==> src/face_corner_vertex_dedup_assert.svh <==
// Assertion macros for the face corner vertex dedup block.
// Included by the top-level RTL file, which carries the concurrent assertions; no other dependencies.
`ifndef FACE_CORNER_VERTEX_DEDUP_ASSERT_SVH
`define FACE_CORNER_VERTEX_DEDUP_ASSERT_SVH

`ifndef SYNTHESIS

// Checked only while the block is out of reset.
`define FCVD_ASSERT(lbl, clk, rst_n, prop) \
    lbl: assert property (@(posedge clk) disable iff (!rst_n) prop) \
        else $error("fcvd assertion failed")

// Checked at every clock edge, reset included.
`define FCVD_ASSERT_ALWAYS(lbl, clk, prop) \
    lbl: assert property (@(posedge clk) prop) \
        else $error("fcvd assertion failed")

`else

`define FCVD_ASSERT(lbl, clk, rst_n, prop)
`define FCVD_ASSERT_ALWAYS(lbl, clk, prop)

`endif

`endif

==> src/fcvd_ram.sv <==
// Generic single-write, single-read synchronous RAM with a registered read port.
// Standalone; no package dependencies.
module fcvd_ram #(
    parameter int WIDTH = 8,
    parameter int DEPTH = 16
) (
    input  logic                     i_clk,
    input  logic                     i_we,
    input  logic [$clog2(DEPTH)-1:0] i_waddr,
    input  logic [WIDTH-1:0]         i_wdata,
    input  logic                     i_re,
    input  logic [$clog2(DEPTH)-1:0] i_raddr,
    output logic [WIDTH-1:0]         o_rdata
);

    logic [WIDTH-1:0] r_mem [DEPTH];
    logic [WIDTH-1:0] r_rdata;

    always_ff @(posedge i_clk) begin
        if (i_we) begin
            r_mem[i_waddr] <= i_wdata;
        end
        if (i_re) begin
            r_rdata <= r_mem[i_raddr];
        end
    end

    assign o_rdata = r_rdata;

endmodule

==> config.mk <==
export PLATFORM = sky130hd
export DESIGN_NAME = fcvd_ram
export DESIGN_NICKNAME = d
export VERILOG_FILES = /design/src/face_corner_vertex_dedup_assert.svh /design/src/fcvd_ram.sv
export SDC_FILE = /design/constraint.sdc
export NUM_CORES = 1
export LEC_CHECK = 0
export ABC_AREA = 1
export BUFFER_PORTS_ARGS = -buffer_cell sky130_fd_sc_hd__buf_2
export CORE_UTILIZATION = 50
export CTS_BUF_LIST = sky130_fd_sc_hd__clkbuf_4
export CTS_CLUSTER_DIAMETER = 80
export DETAILED_ROUTE_END_ITERATION = 8
export GPL_ROUTABILITY_DRIVEN = 1
export PLACE_DENSITY = 0.67
export SYNTH_ARGS = -nofsm -noshare
export SYNTH_HDL_FRONTEND = slang
export SYNTH_SLANG_ARGS = --single-unit
==> constraint.sdc <==
create_clock -name i_clk -period 1.67 [get_ports i_clk]
set_clock_uncertainty 0.05 [all_clocks]
set_input_delay 0.334 -clock i_clk [delete_from_list [all_inputs] [get_ports i_clk]]
set_output_delay 0.334 -clock i_clk [all_outputs]
set_load 0.03 [all_outputs]
==> parameters.txt <==
Parameter                              Value

Setup path
  Critical path peak fanout    1
  Reg-to-reg slack, setup    0.46 ns
  Reg2Reg Launch Point    r_mem[5][3]
  Slowest library cell on the worst path    sky130_fd_sc_hd__edfxtp_1
  Reg-to-reg endpoint    o_rdata[3]
  Endpoint kind of the worst setup timing path    primary output
  Combined buffer and inverter count along the critical path    1
  Category of the most critical setup path    reg2out
  Worst reg-to-reg path cell count    6
  Cells traversed along the worst timing path    buf_2
  Kind of start point of the critical path    register
  Cell family with the largest share of critical-path delay    flip-flops
  Worst Path Required    1.29 ns
  Crit path largest cell delay    0.41 ns
  Crit path DAT    around 1.2 ns

Logic synthesis
  Synth Net Count    570
  Synthesized instance count    ~550
  Syn. warnings    0
  Post-synthesis sequential area ratio    0.698
  Avg Cell Area, Syn    10.6 µm²
  Flip-flop and latch count after synthesis    about 140
  Count of distinct cell types in the synthesized netlist    11
  Post-synthesis instance area    ~6000 µm²

Timing
  Hold Fails Final Rpt    0
  Final period demand of the worst path    ~1.5 ns
  Total of endpoints with negative setup slack in the final report    0
  Setup ws final    about 0.13 ns
  Final period util    0.924
  Achievable clock frequency    roughly 650 MHz
  Relative slew slack    0.597
  Setup TNS Final    0 ns
  Number of pins exceeding their max-slew limit in the final report    0
  Transition time at the pin with the least slew margin    0.603 ns
  RSZ-0062 raised after global routing    no

Power and ir drop
  P per Cell Area    1020 nW/µm²
  Total design power    about 0.0067 W
  Cell-internal power    approximately 0.005 W
  VDD IR-drop max    about 0.59 mV
  Share of total power in the clock network    0.348
  Sequential power share    0.577
  Fraction of power spent switching nets    0.231
  Static leakage power    roughly 2.8 nW
  Switching power summed over all nets    0.00154 W
  Combinational cell fraction of total power    0.076

Finish
  Layout overhead on the synthesized area    11.8%
  Total area of multi-input combinational cells    ~1200 µm²
  Antenna cells    0
  Number of nets in the layout    ~620
  Reg area    a little over 4000 µm²
  Share of cells above drive strength 1    0.136
  Fill cell instance count of the final layout    between 1k and 1.5k

Placement
  RD Place Congestion    ~0.82
  Number of I/O port buffers    26
  Detailed Place HPWL    just over 8000 µm
  Worst slack after detailed placement    a little under 0.03 ns

Global route
  Pin count of the biggest net entering global routing    33
  Total global-route track usage    0.237
  Vias in the first global route    between 3k and 4k
  Gr ovfl total    0
  Global-route wire length before repair    between 15000 and 20000 µm
  Initial antenna violation count    0

Die
  Effective utilization at floorplan    0.512
  Placement row count    39
  Die Span Y    110 µm
  Number of top-level pins    27
  DIE AREA    12100 µm²
  Core Area    ~11000 µm²
  Die Span X    110 µm

Route
  Number of nets still failing antenna checks after routing    0
  Iteration count of the initial detailed-routing pass    5
  Detail-routed net length per standard cell    approximately 17 µm
  Average via count per standard cell    slightly above 5
  Vias    roughly 3.8k
  Drt first-iter violations    between 200 and 300
  Final Routed Wirelength    about 13000 µm
  DR DRC count    0

Clock tree
  CTS hold repair buffers    0
  Maximum clock path buffer count    2
  CTS tree    built
  Total clock buffers created by CTS    17
  Post-CTS sizing    0
  CTS H-tree lvls    4
  Clock latency on the worst-skew pair    between 0.5 and 0.6 ns
  Clock transition at the registers of the reported paths    between 0.1 and 0.15 ns
  Post-CTS repair timing setup buffer count    0
  Clk sinks    about 140
  Cell chosen for the clock root    sky130_fd_sc_hd__clkbuf_4

Worst hold path
  Class of the worst hold path    in2reg
  Launch point of the worst hold path    i_re
  Hold path endpoint    o_rdata[0]
  Hold Path Depth    1

Run status
  Result of the run    finished clean

Job
  Total of max-cap violations    0
## metrics by stage
stage               instance area (µm²)  hold WS, ns  instances   util
global placement                   6230        0.637        721  0.545
finish                             6540       0.0797        753  0.573
detailed placement                 6230        0.645        721  0.545
global route                       6540       0.0403        753  0.573
CTS                                6540       0.0450        753  0.573
floorplan                          5850        0.383        551      -
## power by group through the flow
stage	Sequential, W	Combinational [W]	Clock, W
detailed placement	0.00394	0.000508	0
global placement	0.00393	0.000499	0
global route	0.00387	0.000560	0.00253
finish	0.00386	0.000506	0.00233
floorplan	0.00397	0.000270	0
CTS	0.00386	0.000510	0.00237
## final cells by class
cell class                 count  area share
clock inverter                15      0.0281
sequential                   136       0.625
tap                          143      0.0274
multi-input combinational    289       0.186
timing repair buffer          51      0.0563
inverter                     102      0.0586
clock buffer                  17      0.0195
## cell families (layout without fill, tap and decap cells)
group                  count (synthesis)  after routing  share of synthesized area
flip-flops                           136            136                      0.698
buffers and inverters                126            185                     0.0939
AND/OR/NAND/NOR                      289            289                      0.208
## worst max-delay path by stage
stage	startpoint	end	slack (ns)	cells past startpoint
finish	o_rdata[4]	o_rdata[4]	0.13	1
global placement	i_raddr[1]	o_rdata[6]	0.06	6
CTS	o_rdata[4]	o_rdata[4]	0.1	1
floorplan	i_waddr[2]	r_mem[10][0]	0.34	2
global route	o_rdata[1]	o_rdata[1]	0.06	1
detailed placement	i_raddr[1]	o_rdata[6]	0.03	6
## state kept, by name, indices dropped and copies added (netlist names)
signal   cells
o_rdata      8
r_mem      128
## per-layer routing
layer,GRT usage,vias to the layer above,share of wire
met4,0.0883,0,0.010
met1,0.317,1818,0.45
met5,0,-,0
li1,-,1871,-
met3,0.0564,10,0.043
met2,0.379,101,0.50
## synth_stat cells
library cell               instances  area share
sky130_fd_sc_hd__edfxtp_1        136        0.70
sky130_fd_sc_hd__nor2_1           17       0.011
sky130_fd_sc_hd__buf_4             4      0.0051
sky130_fd_sc_hd__nand2_1         173        0.11
sky130_fd_sc_hd__buf_2            13       0.011
sky130_fd_sc_hd__buf_1             1     0.00064
sky130_fd_sc_hd__nand3_1          97       0.083
sky130_fd_sc_hd__inv_1           100       0.064
sky130_fd_sc_hd__nand3b_1          2      0.0026
sky130_fd_sc_hd__inv_2             2      0.0013
sky130_fd_sc_hd__buf_6             6       0.012
## cells in the final DEF, fill, tap and decap left out, types with 3 or more instances in the layout
master,synthesis,layout
sky130_fd_sc_hd__nand3_1,97,97
sky130_fd_sc_hd__buf_4,4,21
sky130_fd_sc_hd__nor2_1,17,17
sky130_fd_sc_hd__clkbuf_4,0,17
sky130_fd_sc_hd__buf_12,0,4
sky130_fd_sc_hd__clkinvlp_4,0,3
sky130_fd_sc_hd__inv_1,100,100
sky130_fd_sc_hd__bufinv_16,0,4
sky130_fd_sc_hd__buf_2,13,26
sky130_fd_sc_hd__clkinv_2,0,5
sky130_fd_sc_hd__nand2_1,173,173
sky130_fd_sc_hd__edfxtp_1,136,136
## worst reg2reg max path: cells and delay by family, from the launching register on
family,cells,cell delay (ns)
and+or+nand+nor,5,0.49
DFF,1,0.37
buffers and inverters,1,0.07
Power figures use the tool's default switching activity.
