--- src/face_corner_vertex_dedup_assert.svh ---
// Assertion macros for the face corner vertex dedup block.
// Included by the top-level RTL file, which carries the concurrent assertions; no other dependencies.
`ifndef FACE_CORNER_VERTEX_DEDUP_ASSERT_SVH
`define FACE_CORNER_VERTEX_DEDUP_ASSERT_SVH

`ifndef SYNTHESIS

// Checked only while the block is out of reset.
`define FCVD_ASSERT(lbl, clk, rst_n, prop) \
    lbl: assert property (@(posedge clk) disable iff (!rst_n) prop) \
        else $error("fcvd assertion failed")

// Checked at every clock edge, reset included.
`define FCVD_ASSERT_ALWAYS(lbl, clk, prop) \
    lbl: assert property (@(posedge clk) prop) \
        else $error("fcvd assertion failed")

`else

`define FCVD_ASSERT(lbl, clk, rst_n, prop)
`define FCVD_ASSERT_ALWAYS(lbl, clk, prop)

`endif

`endif

--- src/fcvd_pkg.sv ---
// Package for the face corner vertex dedup block: sizes, codes and payload types.
// Used by every module of the block but fcvd_ram; depends on nothing else.
package fcvd_pkg;

    localparam int MAX_VERTS = 4096;
    localparam int SLOT_AW   = $clog2(MAX_VERTS);
    localparam int IDX_W     = 15;
    localparam int VC_W      = 13;
    localparam int CNT_W     = 17;
    localparam int OUT_IDX_W = 16;
    localparam int ADDR_W    = 3;
    localparam int DATA_W    = 32;

    localparam logic [OUT_IDX_W-1:0] INDEX_LIMIT = '1;

    // Register index, taken from paddr above the byte offset.
    localparam logic [ADDR_W-3:0] REG_VERTEX_COUNT = '0;

    typedef enum logic [1:0] {
        OUTCOME_FIRST_USE    = 2'd0,
        OUTCOME_MATCHED      = 2'd1,
        OUTCOME_APPENDED     = 2'd2,
        OUTCOME_OUT_OF_RANGE = 2'd3
    } t_outcome;

    typedef struct packed {
        logic [IDX_W-1:0] position_index;
        logic [IDX_W-1:0] normal_index;
        logic [IDX_W-1:0] texture_index;
    } t_corner;

    typedef struct packed {
        logic [OUT_IDX_W-1:0] combined_index;
        logic [1:0]           outcome;
        logic                 overflow;
    } t_result;

    typedef struct packed {
        logic             used;
        logic [IDX_W-1:0] normal_index;
        logic [IDX_W-1:0] texture_index;
    } t_slot;

    localparam int SLOT_W = $bits(t_slot);

    typedef struct packed {
        logic [VC_W-1:0] vertex_count;
        logic            reload;
    } t_cfg;

    typedef struct packed {
        logic               active;
        logic [SLOT_AW-1:0] addr;
    } t_sweep;

endpackage

--- src/fcvd_sweep.sv ---
// Clearing sweep that writes every slot of the table to unused after reset.
// Depends on fcvd_pkg for the table size and the t_sweep type.
module fcvd_sweep
    import fcvd_pkg::*;
(
    input  logic   i_clk,
    input  logic   i_rst_n,
    output t_sweep o_sweep
);

    logic               r_active;
    logic [SLOT_AW-1:0] r_addr;

    always_ff @(posedge i_clk) begin
        if (!i_rst_n) begin
            r_active <= 1'b1;
            r_addr   <= '0;
        end else if (r_active) begin
            r_addr <= r_addr + 1'b1;
            if (r_addr == SLOT_AW'(MAX_VERTS - 1)) begin
                r_active <= 1'b0;
            end
        end
    end

    assign o_sweep.active = r_active;
    assign o_sweep.addr   = r_addr;

endmodule

--- config.mk ---
export PLATFORM = sky130hd
export DESIGN_NAME = fcvd_sweep
export DESIGN_NICKNAME = d
export VERILOG_FILES = /design/src/face_corner_vertex_dedup_assert.svh /design/src/fcvd_pkg.sv /design/src/fcvd_sweep.sv
export SDC_FILE = /design/constraint.sdc
export NUM_CORES = 1
export LEC_CHECK = 0
export BUFFER_PORTS_ARGS = -buffer_cell sky130_fd_sc_hd__buf_4
export CELL_PAD_IN_SITES_DETAIL_PLACEMENT = 1
export CELL_PAD_IN_SITES_GLOBAL_PLACEMENT = 1
export CORE_MARGIN = 2
export CORE_UTILIZATION = 36
export CTS_CLUSTER_SIZE = 10
export DETAILED_ROUTE_END_ITERATION = 16
export PLACE_DENSITY_LB_ADDON = 0.12
export SLEW_MARGIN = 20
export SYNTH_ARGS = -nofsm -noshare
export SYNTH_HDL_FRONTEND = slang
export SYNTH_SLANG_ARGS = --single-unit
export TNS_END_PERCENT = 5
--- constraint.sdc ---
create_clock -name i_clk -period 2.3 [get_ports i_clk]
set_clock_uncertainty 0.2 [all_clocks]
set_input_delay 0 -clock i_clk [delete_from_list [all_inputs] [get_ports i_clk]]
set_output_delay 0 -clock i_clk [all_outputs]
set_load 0.05 [all_outputs]
==> impl_metrics.sql <==
INSERT INTO impl_metrics (metric_group, metric, value, unit) VALUES
('clock_network', 'cts_tree', 'done', ''),
('worst_setup_path', 'critical_path_required', '2.31', 'ns'),
('clock_network', 'postCtsSetupBuffers', '0', ''),
('synthesis', 'netlist_area', '589', 'sq um'),
('sta', 'period_share', '78.0', '%'),
('worst_setup_path', 'crit_path_buf_inv_count', '0', ''),
('worst_setup_path', 'critical_path.max_fanout', '6', ''),
('synthesis', 'seq_area_frac_synth', '44.2', '%'),
('place', 'finalWeightedCongestion', '0.661', ''),
('clock_network', 'cts-htree-levels', '1', ''),
('sta', 'finalSetupViolCount', '0', ''),
('run', 'number_of_max_cap_violations', '0', ''),
('routing', 'route.final.wire_length', '1320', 'microns'),
('clock_network', 'clk_root_buffer_cell', 'clkbuf_4', ''),
('synthesis', 'syn_avg_cell_area', '9.07', 'sq um'),
('floorplanning', 'chipWidth', '44.5', 'microns'),
('final_layout', 'final_area', '727', 'sq um'),
('worst_setup_path', 'cp_slowest_cell', 'or4_1', ''),
('final_layout', 'num_antenna_cells', '0', ''),
('worst_setup_path', 'gate_family_responsible_for_the_most_delay_along_the_worst_path', 'simple AND/OR/NAND/NOR gates', ''),
('final_layout', 'most-common-layout-cells', 'buf_4 (14), dfxtp_1 (13), a21oi_1 (6)', ''),
('grt', 'antenna_found_initial', '0', ''),
('sta', 'highest_achievable_clock_rate', '0.557', 'GHz'),
('floorplanning', 'coreArea', '0.00152', 'sq mm'),
('grt', 'globalRouteOverflowTotal', '0', ''),
('power_and_ir_drop', 'cell_leakage_power', '0.000279', 'uW'),
('hold_path', 'min-delay-path-class', 'in2reg', ''),
('clock_network', 'cts_inserted_buffers', '3', ''),
('sta', 'layout_min_cycle_time', '1.79', 'ns'),
('clock_network', 'cts.sinks', '13', ''),
('place', 'detailed_place.area', '691', 'sq um'),
('worst_setup_path', 'crit_path_cell_trace', 'ha_1, nand3_2, or4_1, a21oi_1', ''),
('power_and_ir_drop', 'powerDensity', '578', 'mW/mm^2'),
('final_layout', 'most_common_cell_after_layout_fill_and_taps_aside', 'buf_4', ''),
('final_layout', 'layout_cell_share_with_drive_strength_beyond_1', '25.0', '%'),
('sta', 'rsz0062_at_grt', 'false', ''),
('synthesis', 'synth_top_area_cell', 'dfxtp_1', ''),
('synthesis', 'ys_ff_latch', '13', ''),
('clock_network', 'cts.hold.buffers_added', '1', ''),
('final_layout', 'finish.net_count', '84', ''),
('grt', 'maximum_number_of_pins_on_one_net_before_global_route_repair', '13', ''),
('floorplanning', 'die_area', '0.00198', 'sq mm'),
('worst_setup_path', 'worst_setup_path_start_kind', 'register', ''),
('power_and_ir_drop', 'p_total', '420', 'uW'),
('worst_setup_path', 'slowest_delay', '0.54', 'ns'),
('final_layout', 'multi_input_area', '294', 'sq um'),
('sta', 'worst_pin_slew', '0.369', 'ns'),
('floorplanning', 'chipHeight', '44.5', 'microns'),
('routing', 'drcViolationCount', '0', ''),
('clock_network', 'post_cts_resize_count', '0', ''),
('final_layout', 'final.fill_count', '186', ''),
('grt', 'first_global_vias', '545', ''),
('final_layout', 'ff_latch_area', '260', 'sq um'),
('clock_network', 'clk_transition_reported_paths', '0.08', 'ns'),
('sta', 'setup_tns', '0', 'ns'),
('routing', 'drt-vias-per-instance', '5.57', ''),
('synthesis', 'post_synth_num_cell_types', '23', ''),
('place', 'detailed_place_hpwl', '934', 'microns'),
('synthesis', 'post_synth_main_area_contributors', 'dfxtp_1 (44%), a21oi_1 (5.1%), o31ai_1 (5.1%)', ''),
('place', 'io_buffer_count', '14', ''),
('clock_network', 'clock_insertion_delay_worst_skew', '0.28', 'ns'),
('clock_network', 'clockBufferDepth', '2', ''),
('synthesis', 'ys_warn_count', '0', ''),
('worst_setup_path', 'crit_type', 'reg2reg', ''),
('final_layout', 'layout.core_utilization', '47.7', '%'),
('synthesis', 'post-synth-top-area-fraction', '44.2', '%'),
('routing', 'drt-pass1-iter-count', '2', ''),
('worst_setup_path', 'timing.critical_path.arrival', '1.80', 'ns'),
('routing', 'detailedRoute.firstIterationViolations', '9', ''),
('routing', 'detailroute.via_count', '535', ''),
('run_status', 'run_status', 'complete, no violations', '');
-- registers in the layout, indices dropped and copies added (netlist names) --
register	cells
r_addr	12
r_active	1
-- through the flow --
stage / worst slack [ns] / instances / hold WS (ns)
after detailed placement: 0.528 / 91 / -0.00538
after global placement: 0.573 / 91 / -0.00710
after CTS: 0.486 / 96 / 0.244
after floorplan: 0.278 / 65 / -0.138
final: 0.506 / 96 / 0.246
after global routing: 0.392 / 96 / 0.267
-- power breakdown --
group / switching [uW] / internal, uW
registers: 6.88 / 229
logic: 26.7 / 13.4
clock network: 76.3 / 67.3
total: 110 / 310
-- cells in the mapped netlist (all sizes together) --
library cell / count
nand2: 5
or3: 2
xor2: 3
nand2b: 1
xnor2: 1
buf: 3
mux2i: 2
ha: 1
o21ai: 2
nor2: 5
a21oi: 6
inv: 3
o41ai: 1
nand4: 3
o31ai: 4
dfxtp: 13
or4: 4
clkbuf: 1
nand3: 4
nor4: 1
-- cell type report --
class	instances	share of cell area (%)
Multi-Input combinational cell	45	40.4
Sequential cell	13	35.8
Timing Repair Buffer	15	15.8
Clock buffer	4	3.61
Tap cell	16	2.75
Inverter	3	1.55
-- final timing paths --
kind              startpoint          to  slack (ns)  depth (start not counted)
setup / recovery   r_addr[0]   r_addr[8]        0.51                          4
hold / removal       i_rst_n    r_active        0.25                          3
setup reg to reg   r_addr[0]   r_addr[8]        0.51                          4
hold reg to reg   r_addr[11]  r_addr[11]        0.30                          2
-- layer usage --
metal  vias to the layer above  track usage, %  share of wire, %
met2                        11            26.4                48
met4                         0            10.9               1.6
met5                         -               0                 0
met1                       257            20.6                46
met3                         4            2.45               4.4
li1                        263               -                 -
-- worst min-delay path: stages --
cell and delay (ns):
dlygate4sd3_1 0.52, buf_4 0.12, nand2_1 0.04
-- cell families (layout without fill, tap and decap cells) --
| kind of cell | after synthesis | after routing | synth area share, % |
|---|---|---|---|
| compound gates | 13 | 13 | 13.4 |
| flops | 13 | 13 | 44.2 |
| fa+ha+maj | 1 | 1 | 2.12 |
| xor+xnor | 4 | 4 | 5.95 |
| buf+inv | 7 | 22 | 5.94 |
| simple gates | 25 | 25 | 25.1 |
| mux | 2 | 2 | 3.40 |
Power figures use the tool's default switching activity.
