**src/face_corner_vertex_dedup_assert.svh**
```systemverilog
// Assertion macros for the face corner vertex dedup block.
// Included by the top-level RTL file, which carries the concurrent assertions; no other dependencies.
`ifndef FACE_CORNER_VERTEX_DEDUP_ASSERT_SVH
`define FACE_CORNER_VERTEX_DEDUP_ASSERT_SVH

`ifndef SYNTHESIS

// Checked only while the block is out of reset.
`define FCVD_ASSERT(lbl, clk, rst_n, prop) \
    lbl: assert property (@(posedge clk) disable iff (!rst_n) prop) \
        else $error("fcvd assertion failed")

// Checked at every clock edge, reset included.
`define FCVD_ASSERT_ALWAYS(lbl, clk, prop) \
    lbl: assert property (@(posedge clk) prop) \
        else $error("fcvd assertion failed")

`else

`define FCVD_ASSERT(lbl, clk, rst_n, prop)
`define FCVD_ASSERT_ALWAYS(lbl, clk, prop)

`endif

`endif

```
**src/fcvd_pkg.sv**
```systemverilog
// Package for the face corner vertex dedup block: sizes, codes and payload types.
// Used by every module of the block but fcvd_ram; depends on nothing else.
package fcvd_pkg;

    localparam int MAX_VERTS = 4096;
    localparam int SLOT_AW   = $clog2(MAX_VERTS);
    localparam int IDX_W     = 15;
    localparam int VC_W      = 13;
    localparam int CNT_W     = 17;
    localparam int OUT_IDX_W = 16;
    localparam int ADDR_W    = 3;
    localparam int DATA_W    = 32;

    localparam logic [OUT_IDX_W-1:0] INDEX_LIMIT = '1;

    // Register index, taken from paddr above the byte offset.
    localparam logic [ADDR_W-3:0] REG_VERTEX_COUNT = '0;

    typedef enum logic [1:0] {
        OUTCOME_FIRST_USE    = 2'd0,
        OUTCOME_MATCHED      = 2'd1,
        OUTCOME_APPENDED     = 2'd2,
        OUTCOME_OUT_OF_RANGE = 2'd3
    } t_outcome;

    typedef struct packed {
        logic [IDX_W-1:0] position_index;
        logic [IDX_W-1:0] normal_index;
        logic [IDX_W-1:0] texture_index;
    } t_corner;

    typedef struct packed {
        logic [OUT_IDX_W-1:0] combined_index;
        logic [1:0]           outcome;
        logic                 overflow;
    } t_result;

    typedef struct packed {
        logic             used;
        logic [IDX_W-1:0] normal_index;
        logic [IDX_W-1:0] texture_index;
    } t_slot;

    localparam int SLOT_W = $bits(t_slot);

    typedef struct packed {
        logic [VC_W-1:0] vertex_count;
        logic            reload;
    } t_cfg;

    typedef struct packed {
        logic               active;
        logic [SLOT_AW-1:0] addr;
    } t_sweep;

endpackage

```
**src/fcvd_regs.sv**
```systemverilog
// APB-style configuration register file holding vertex_count.
// Depends on fcvd_pkg for widths, the register index and the t_cfg type.
module fcvd_regs
    import fcvd_pkg::*;
(
    input  logic              i_clk,
    input  logic              i_rst_n,
    input  logic              psel,
    input  logic              penable,
    input  logic              pwrite,
    input  logic [ADDR_W-1:0] paddr,
    input  logic [DATA_W-1:0] pwdata,
    output logic [DATA_W-1:0] prdata,
    output logic              pready,
    output t_cfg              o_cfg
);

    logic [VC_W-1:0]   r_vertex_count;
    logic [VC_W-1:0]   n_vertex_count;
    logic [ADDR_W-3:0] reg_idx;
    logic              wr_access;
    logic              r_reload;
    logic              n_reload;

    assign reg_idx   = paddr[ADDR_W-1:2];
    assign wr_access = psel && penable && pwrite;

    always_comb begin
        n_vertex_count = r_vertex_count;
        n_reload       = 1'b0;
        prdata         = '0;
        unique case (reg_idx)
            REG_VERTEX_COUNT: begin
                prdata = DATA_W'(r_vertex_count);
                if (wr_access) begin
                    n_vertex_count = pwdata[VC_W-1:0];
                    n_reload       = 1'b1;
                end
            end
            default: begin
                prdata = '0;
            end
        endcase
    end

    // The reload pulse is registered together with the new vertex_count, so the counter takes the new count.
    always_ff @(posedge i_clk) begin
        if (!i_rst_n) begin
            r_vertex_count <= '0;
            r_reload       <= 1'b0;
        end else begin
            r_vertex_count <= n_vertex_count;
            r_reload       <= n_reload;
        end
    end

    assign pready              = 1'b1;
    assign o_cfg.vertex_count  = r_vertex_count;
    assign o_cfg.reload        = r_reload;

endmodule

```
**config.mk**
```make
export PLATFORM = sky130hd
export DESIGN_NAME = fcvd_regs
export DESIGN_NICKNAME = d
export VERILOG_FILES = /design/src/face_corner_vertex_dedup_assert.svh /design/src/fcvd_pkg.sv /design/src/fcvd_regs.sv
export SDC_FILE = /design/constraint.sdc
export NUM_CORES = 1
export LEC_CHECK = 0
export ABC_AREA = 0
export BUFFER_PORTS_ARGS = -buffer_cell sky130_fd_sc_hd__buf_4
export CAP_MARGIN = 20
export CORE_AREA = 5 5 56 58
export CTS_BUF_LIST = sky130_fd_sc_hd__clkbuf_16
export DETAILED_ROUTE_END_ITERATION = 10
export DIE_AREA = 0 0 61 63
export PLACE_DENSITY = 0.72
export SLEW_MARGIN = 20
export SYNTH_ARGS = -nofsm -noshare
export SYNTH_HDL_FRONTEND = slang
export SYNTH_SLANG_ARGS = --single-unit
```
**constraint.sdc**
```tcl
create_clock -name i_clk -period 1.1 [get_ports i_clk]
set_input_delay 0.11 -clock i_clk [delete_from_list [all_inputs] [get_ports i_clk]]
set_output_delay 0.11 -clock i_clk [all_outputs]
set_load 0.03 [all_outputs]
```
==> flow_metrics.env, run 1 <==
export IMPL_status="completed"
export IMPL_busiest_layer="met2"
export IMPL_grt_use_met1_pct=10.6
export IMPL_post_cts_repair_setup_buffers=0
export IMPL_synth_area_um2=827
export IMPL_drv_slew=0
export IMPL_place_gp_congestion=0.666
export IMPL_crit_fanout=3
export IMPL_yosys_area_top_type="dfxtp_1"
export IMPL_cap_violations=0
export IMPL_wl_per_cell_um=11.3
export IMPL_clock_latency_ps=240
export IMPL_setup_violations=0
export IMPL_synth_cell_type_count=13
export IMPL_drc=0
export IMPL_synth_compound_area_share_pct=0
export IMPL_peakVddDrop_v=0.000610
export IMPL_max_freq_mhz=991
export IMPL_grt_ovfl_total=0
export IMPL_grt_pass1_wl_um=2950
export IMPL_row_count=19
export IMPL_avgSynthCellArea_um2=8.53
export IMPL_drt_vias_per_instance=4.08
export IMPL_start_kind="register"
export IMPL_syn_inst=97
export IMPL_fill_cells=259
export IMPL_synth_xor_area_share_pct=0
export IMPL_synth_fa_ha_area_share_pct=0
export IMPL_leakagePower_nw=0.587
export IMPL_fp_dieH_um=63
export IMPL_grt_max_degree=28
export IMPL_hold_viol=0
export IMPL_power_density_mw_per_mm2=1230
export IMPL_cts_buffer_depth=2
export IMPL_synthToLayoutAreaGrowth_pct=45.7
export IMPL_required_ps=990
export IMPL_core_area_mm2=0.00262
export IMPL_yosys_area_share_simple_pct=24.7
export IMPL_antenna_found_initial=0
export IMPL_synth_top_family_by_area="buffers and inverters"
export IMPL_post_cts_resized=0
export IMPL_fin_nets=181
export IMPL_hold_class="input pin to register"
export IMPL_vias=698
export IMPL_fin_util_pct=46.1
export IMPL_cts_buffers_inserted=3
export IMPL_drt_initial_drc_count=4
export IMPL_rsz0062_at_grt="false"
export IMPL_htreeDepth=1
export IMPL_path_clk_slew_ps=50
export IMPL_seqCellArea_um2=280
export IMPL_synth_area_leaders="dfxtp_1 34%, buf_4 19%, mux2i_1 16%"
export IMPL_worstPathArrival_ps=900
export IMPL_ios=87
export IMPL_cts_root_buf="clkbuf_16"
export IMPL_clock_sinks=14
export IMPL_worstSetupEndpointType="output pin"
export IMPL_yosysWarnings=0
export IMPL_synth_top_area_share_pct=33.9
export IMPL_crit_type="register to output pin"
export IMPL_wirelength_um=1920
export IMPL_use_met3_pct=2.48
export IMPL_grt_util_all_layers_pct=10.0
export IMPL_synthMuxAreaShare_pct=15.7
export IMPL_die_area_mm2=0.00384
export IMPL_fin_worst_skew_ps=0
export IMPL_antenna_cells=0
export IMPL_ys_seq_elements=14
export IMPL_setup_tns_ps=0
export IMPL_cts_tree="done"
export IMPL_synth_seq_area_share_pct=33.9
export IMPL_layout_min_cycle_time_ps=1010
export IMPL_initial_core_util_pct=31.6
export IMPL_dr_pass1_iters=2
export IMPL_grt_pass1_vias=685
export IMPL_design_power_total_mw=1.48
export IMPL_fp_dieW_um=61
export IMPL_layout_drive_gt1_share_pct=46.4
export IMPL_multi_input_area_um2=434
export IMPL_use_met2_pct=18.0
export IMPL_place_hpwl_um=1550
export IMPL_postRouteAntennaNets=0
export IMPL_fin_crit_sh_pct=91.8
export IMPL_hold_buffers=0
export IMPL_io_buffers=45
## metrics by stage
step | worst slack (ps) | hold WS (ps) | instance area, um2 | instances
2_1_floorplan | 106 | 252 | 920 | 115
3_3_place_gp | 170 | 371 | 1130 | 167
3_5_place_dp | 120 | 381 | 1130 | 167
4_1_cts | 78.8 | 126 | 1200 | 171
5_1_grt | 21.1 | 135 | 1200 | 171
6_report | 90.6 | 124 | 1200 | 171
## path summary, 6_finish.rpt
path	startpoint	endpoint	slack [ps]	cells after the start
worst min register to register	r_vertex_count[10]	r_vertex_count[10]	470	2
worst max-delay path	r_vertex_count[0]	prdata[0]	90	2
worst max register to register	r_vertex_count[5]	r_vertex_count[5]	490	2
worst min-delay path	pwdata[1]	r_vertex_count[1]	120	3
## registers in the layout (all words and copies together), names as in the netlist
signal,count
r_reload,1
r_vertex_count,13
## layout by cell type, fill, tap and decap left out
master	n
and2_2	1
and2b_2	3
and4b_1	1
buf_12	1
buf_4	47
clkbuf_16	3
clkinv_1	1
conb_1	20
dfxtp_1	14
mux2i_1	13
nand2_1	26
nor2b_2	10
## Yosys cell counts
cell	number
buf_12	1
buf_2	1
and4b_1	1
buf_6	1
clkbuf_1	3
nor2b_1	10
conb_1	2
nand2_1	26
mux2i_1	13
buf_4	21
dfxtp_1	14
and2_2	1
and2b_2	3
## area by class of cell
type,instances,share of cell area [%]
multi-input cells,74,36.0
repair buffers,48,30.9
flip-flops and latches,14,23.3
clock buffers,3,6.23
well taps,31,3.22
clock inverters,1,0.312
## routing by layer
layer	vias up	share of wire (%)
met5	-	0
met4	0	0.42
met3	2	9.4
met2	32	55
met1	319	35
li1	345	-
## power by group
group / total, mW / internal [mW] / leakage, nW / switching [mW]
logic: 0.270 / 0.0901 / 0.436 / 0.180
registers: 0.527 / 0.520 / 0.113 / 0.00740
clock network: 0.681 / 0.480 / 0.0385 / 0.201
## logic make-up (layout without fill, tap and decap cells)
group | after synthesis | after routing
simple gates | 41 | 41
buf+inv | 27 | 52
flops | 14 | 14
mux | 13 | 13
other cells | 2 | 20
## critical path, stage by stage (launching register included)
cell     delay (ps)
dfxtp_1         320
and2b_2         190
buf_4           160
(Power assumes the default switching activity.)
==> run 2, diff against run 1 <==
--- a/config.mk
+++ b/config.mk
@@ -13,6 +13,7 @@
 export DETAILED_ROUTE_END_ITERATION = 10
 export DIE_AREA = 0 0 61 63
 export PLACE_DENSITY = 0.72
+export REMOVE_ABC_BUFFERS = 1
 export SLEW_MARGIN = 20
 export SYNTH_ARGS = -nofsm -noshare
 export SYNTH_HDL_FRONTEND = slang
==> flow_metrics.env, run 2 (synthesized netlist as in run 1, its figures left out) <==
export IMPL_grt_pass1_vias=613
export IMPL_final_cell_mix="48 x buf_4, 26 x nand2_1, 20 x conb_1"
export IMPL_antenna_found_initial=0
export IMPL_wirelength_um=1900
export IMPL_fp_dieW_um=61
export IMPL_final_area_mm2=0.00117
export IMPL_worstReg2RegStart="r_vertex_count[2]"
export IMPL_htreeDepth=1
export IMPL_layout_drive_gt1_share_pct=39.3
export IMPL_wl_per_cell_um=11.1
export IMPL_layout_min_cycle_time_ps=1020
export IMPL_post_cts_resized=0
export IMPL_drt_initial_drc_count=2
export IMPL_drc=0
export IMPL_regMostFlops="r_vertex_count"
export IMPL_die_area_mm2=0.00384
export IMPL_status="completed"
export IMPL_path_clk_slew_ps=50
export IMPL_max_freq_mhz=984
export IMPL_post_place_ws_ps=108
export IMPL_clock_latency_ps=240
export IMPL_multi_input_area_um2=409
export IMPL_hold_viol=0
export IMPL_core_area_mm2=0.00262
export IMPL_grt_pass1_wl_um=2820
export IMPL_post_cts_repair_setup_buffers=0
export IMPL_min_to="r_vertex_count[12]"
export IMPL_dpl_cell_area_mm2=0.00109
export IMPL_grt_max_degree=28
export IMPL_crit_reg2reg_capture="r_vertex_count[2]"
export IMPL_rr_worst_depth=2
export IMPL_hold_buffers=0
export IMPL_largest_reg_flops=13
export IMPL_fin_nets=181
export IMPL_crit_type="register to output pin"
export IMPL_drv_slew=0
export IMPL_required_ps=990
export IMPL_p_switching_mw=0.385
export IMPL_fin_crit_sh_pct=92.4
export IMPL_vias=683
export IMPL_fill_cells=290
export IMPL_cts_buffer_depth=2
export IMPL_crit_fanout=3
export IMPL_swShare_pct=26.2
export IMPL_seqCellArea_um2=280
export IMPL_worstSetupEndpointType="output pin"
export IMPL_peakVddDrop_v=0.000786
export IMPL_io_buffers=45
export IMPL_cap_violations=0
export IMPL_worstPathArrival_ps=910
export IMPL_power_density_mw_per_mm2=1260
export IMPL_dr_pass1_iters=2
export IMPL_start_kind="register"
export IMPL_p_int_mw=1.08
export IMPL_setup_ws_ps=83.9
export IMPL_r2r_setup_slack_ps=500
export IMPL_fp_dieH_um=63
export IMPL_antenna_cells=0
export IMPL_cts_root_buf="clkbuf_16"
export IMPL_crit_start="r_vertex_count[0]"
export IMPL_initial_core_util_pct=31.6
export IMPL_hold_path_depth=3
export IMPL_layout_commonest_cell="buf_4"
export IMPL_pwr_share_seq_pct=35.8
export IMPL_ios=87
export IMPL_grt_ovfl_total=0
export IMPL_hold_class="input pin to register"
export IMPL_cts_buffers_inserted=3
export IMPL_setup_violations=0
export IMPL_worstHoldStart="pwdata[12]"
export IMPL_fin_worst_skew_ps=0
export IMPL_top_regs="r_vertex_count: 13 flops, r_reload: 1 flops"
export IMPL_p_comb_share_pct=17.8
export IMPL_pwr_share_clk_pct=46.4
export IMPL_postRouteAntennaNets=0
export IMPL_setup_tns_ps=0
export IMPL_synthToLayoutAreaGrowth_pct=41.1
export IMPL_place_gp_congestion=0.640
export IMPL_rsz0062_at_grt="false"
export IMPL_place_hpwl_um=1530
export IMPL_cts_tree="done"
export IMPL_drt_vias_per_instance=3.99
export IMPL_grt_util_all_layers_pct=9.45
export IMPL_clock_sinks=14
export IMPL_row_count=19
export IMPL_leakagePower_nw=0.585
==> run 2: area by class of cell <==
class                   count  share of cell area, %
multi-input cells          74                   35.0
repair buffers             48                   30.9
flip-flops and latches     14                   24.0
clock buffers               3                   6.43
well taps                  31                   3.32
clock inverters             1                  0.322
==> run 2: worst max-delay path by stage <==
stage                        endpoint  slack, ps  cells after the start
finish                      prdata[0]         80                      2
detailed placement  r_vertex_count[2]        110                      4
CTS                         prdata[0]         70                      2
global route                prdata[3]         10                      2
global placement    r_vertex_count[3]        140                      4
floorplan                  prdata[11]        -20                      1
==> run 2: through the flow <==
stage               utilization (%)  instances  hold slack (ps)  total power [mW]
floorplan                         -         88              246             0.693
global placement               41.6        167              370             0.794
detailed placement             41.6        167              375             0.799
CTS                            44.6        171              122              1.49
global route                   44.6        171              124              1.53
finish                         44.6        171              123              1.47
==> run 2: critical path, stage by stage, from the launching register on <==
cell and delay (ps):
dfxtp_1 320, and2b_2 190, buf_4 160
==> run 2: power groups by stage <==
stage / Sequential, mW / Combinational, mW / Clock, mW
after floorplan: 0.557 / 0.135 / 0
after global placement: 0.536 / 0.258 / 0
after detailed placement: 0.536 / 0.263 / 0
after CTS: 0.527 / 0.263 / 0.703
after global routing: 0.528 / 0.280 / 0.725
final: 0.527 / 0.262 / 0.682
==> run 2: per-layer routing <==
layer | global-route usage [%] | wire length (um) | part of all wire [%]
met1 | 10.7 | 709 | 37
met5 | 0 | 0 | 0
met3 | 3.31 | 207 | 11
met4 | 1.63 | 0 | 0
met2 | 16.7 | 984 | 52
==> run 3, diff against run 2 <==
--- a/config.mk
+++ b/config.mk
@@ -8,11 +8,11 @@
 export ABC_AREA = 0
 export BUFFER_PORTS_ARGS = -buffer_cell sky130_fd_sc_hd__buf_4
 export CAP_MARGIN = 20
-export CORE_AREA = 5 5 56 58
+export CORE_AREA = 5 5 55 57
 export CTS_BUF_LIST = sky130_fd_sc_hd__clkbuf_16
 export DETAILED_ROUTE_END_ITERATION = 10
-export DIE_AREA = 0 0 61 63
-export PLACE_DENSITY = 0.72
+export DIE_AREA = 0 0 60 62
+export PLACE_DENSITY = 0.75
 export REMOVE_ABC_BUFFERS = 1
 export SLEW_MARGIN = 20
 export SYNTH_ARGS = -nofsm -noshare
==> constraint.sdc (replaced) <==
create_clock -name i_clk -period 1.2 [get_ports i_clk]
set_input_delay 0.12 -clock i_clk [delete_from_list [all_inputs] [get_ports i_clk]]
set_output_delay 0.12 -clock i_clk [all_outputs]
set_load 0.03 [all_outputs]
==> flow_metrics.env, run 3 (synthesized netlist as in run 1, its figures left out) <==
export IMPL_core_area_mm2=0.00243
export IMPL_p_switching_mw=0.345
export IMPL_clock_sinks=14
export IMPL_drv_slew=0
export IMPL_pwr_share_seq_pct=36.1
export IMPL_leakagePower_nw=0.583
export IMPL_grt_pass1_wl_um=2800
export IMPL_fin_crit_sh_pct=85.2
export IMPL_drc=0
export IMPL_cap_violations=0
export IMPL_swShare_pct=25.7
export IMPL_grt_ovfl_total=0
export IMPL_synthToLayoutAreaGrowth_pct=41.6
export IMPL_postRouteAntennaNets=0
export IMPL_start_kind="register"
export IMPL_setup_violations=0
export IMPL_grt_max_degree=28
export IMPL_layout_drive_gt1_share_pct=38.8
export IMPL_p_int_mw=0.995
export IMPL_cts_buffers_inserted=3
export IMPL_ios=87
export IMPL_post_cts_resized=0
export IMPL_fp_dieH_um=62
export IMPL_clock_latency_ps=240
export IMPL_worstPathArrival_ps=900
export IMPL_antenna_cells=0
export IMPL_cts_buffer_depth=2
export IMPL_largest_reg_flops=13
export IMPL_hold_buffers=0
export IMPL_crit_fanout=3
export IMPL_htreeDepth=1
export IMPL_place_gp_congestion=0.682
export IMPL_io_buffers=45
export IMPL_dpl_cell_count=165
export IMPL_setup_tns_ps=0
export IMPL_worstSetupEndpointType="output pin"
export IMPL_fin_nets=180
export IMPL_grt_pass1_vias=646
export IMPL_grt_util_all_layers_pct=9.96
export IMPL_top_regs="r_vertex_count: 13 flops, r_reload: 1 flops"
export IMPL_hold_slack_ps=135
export IMPL_crit_type="register to output pin"
export IMPL_fin_worst_skew_ps=0
export IMPL_fill_cells=236
export IMPL_post_cts_repair_setup_buffers=0
export IMPL_drt_vias_per_instance=4.13
export IMPL_layout_commonest_cell="buf_4"
export IMPL_rsz0062_at_grt="false"
export IMPL_wl_per_cell_um=11.0
export IMPL_wirelength_um=1850
export IMPL_vias=698
export IMPL_layout_min_cycle_time_ps=1020
export IMPL_p_comb_share_pct=18.0
export IMPL_regMostFlops="r_vertex_count"
export IMPL_pwr_share_clk_pct=45.9
export IMPL_fp_dieW_um=60
export IMPL_fin_util_pct=48.1
export IMPL_peakVddDrop_v=0.000527
export IMPL_initial_core_util_pct=34.0
export IMPL_path_clk_slew_ps=50
export IMPL_hold_viol=0
export IMPL_required_ps=1080
export IMPL_final_cell_mix="46 x buf_4, 26 x nand2_1, 20 x conb_1"
export IMPL_cts_tree="done"
export IMPL_place_hpwl_um=1520
export IMPL_die_area_mm2=0.00372
export IMPL_status="completed"
export IMPL_max_freq_mhz=978
export IMPL_antenna_found_initial=0
export IMPL_row_count=18
export IMPL_layout_cells_non_filler=169
export IMPL_power_density_mw_per_mm2=1140
export IMPL_cts_root_buf="clkbuf_16"
export IMPL_dr_pass1_iters=4
export IMPL_drt_initial_drc_count=12
export IMPL_hold_class="input pin to register"
-- run 3: final timing paths --
check / from / end / slack [ps] / depth (start not counted)
max reg2reg: r_vertex_count[8] / r_vertex_count[8] / 600 / 2
min: pwdata[9] / r_vertex_count[9] / 140 / 3
min reg2reg: r_vertex_count[11] / r_vertex_count[11] / 460 / 2
max: r_vertex_count[0] / prdata[0] / 180 / 2
-- run 3: layout make-up --
type | instances | area (um2) | share of cell area (%)
timing repair buffer | 47 | 365 | 31.2
tap | 30 | 37.5 | 3.21
multi-input combinational | 74 | 409 | 34.9
sequential | 14 | 280 | 23.9
clock buffer | 3 | 75.1 | 6.41
clock inverter | 1 | 3.75 | 0.321
-- run 3: per-layer routing --
layer,global-route usage [%],wire [um]
met1,10.7,687
met2,18.1,874
met3,3.93,290
met4,2.85,0
met5,0,0
-- run 3: power by group through the flow --
stage                     combinational [mW]  sequential (mW)  clock (mW)
after global routing                   0.259            0.484       0.667
after detailed placement               0.242            0.492           0
after floorplan                        0.124            0.511           0
final                                  0.242            0.483       0.615
after CTS                              0.242            0.483       0.634
after global placement                 0.239            0.491           0
-- run 3: critical path, stage by stage, from the launching register on --
cell and delay, ps:
dfxtp_1 320, and2b_2 190, buf_4 160
-- run 3: stage by stage --
stage / setup WS [ps] / power, mW / cell area [um2]
floorplan: 70.1 / 0.635 / 689
global placement: 228 / 0.730 / 1090
detailed placement: 188 / 0.734 / 1090
CTS: 166 / 1.36 / 1170
global route: 117 / 1.41 / 1170
finish: 178 / 1.34 / 1170
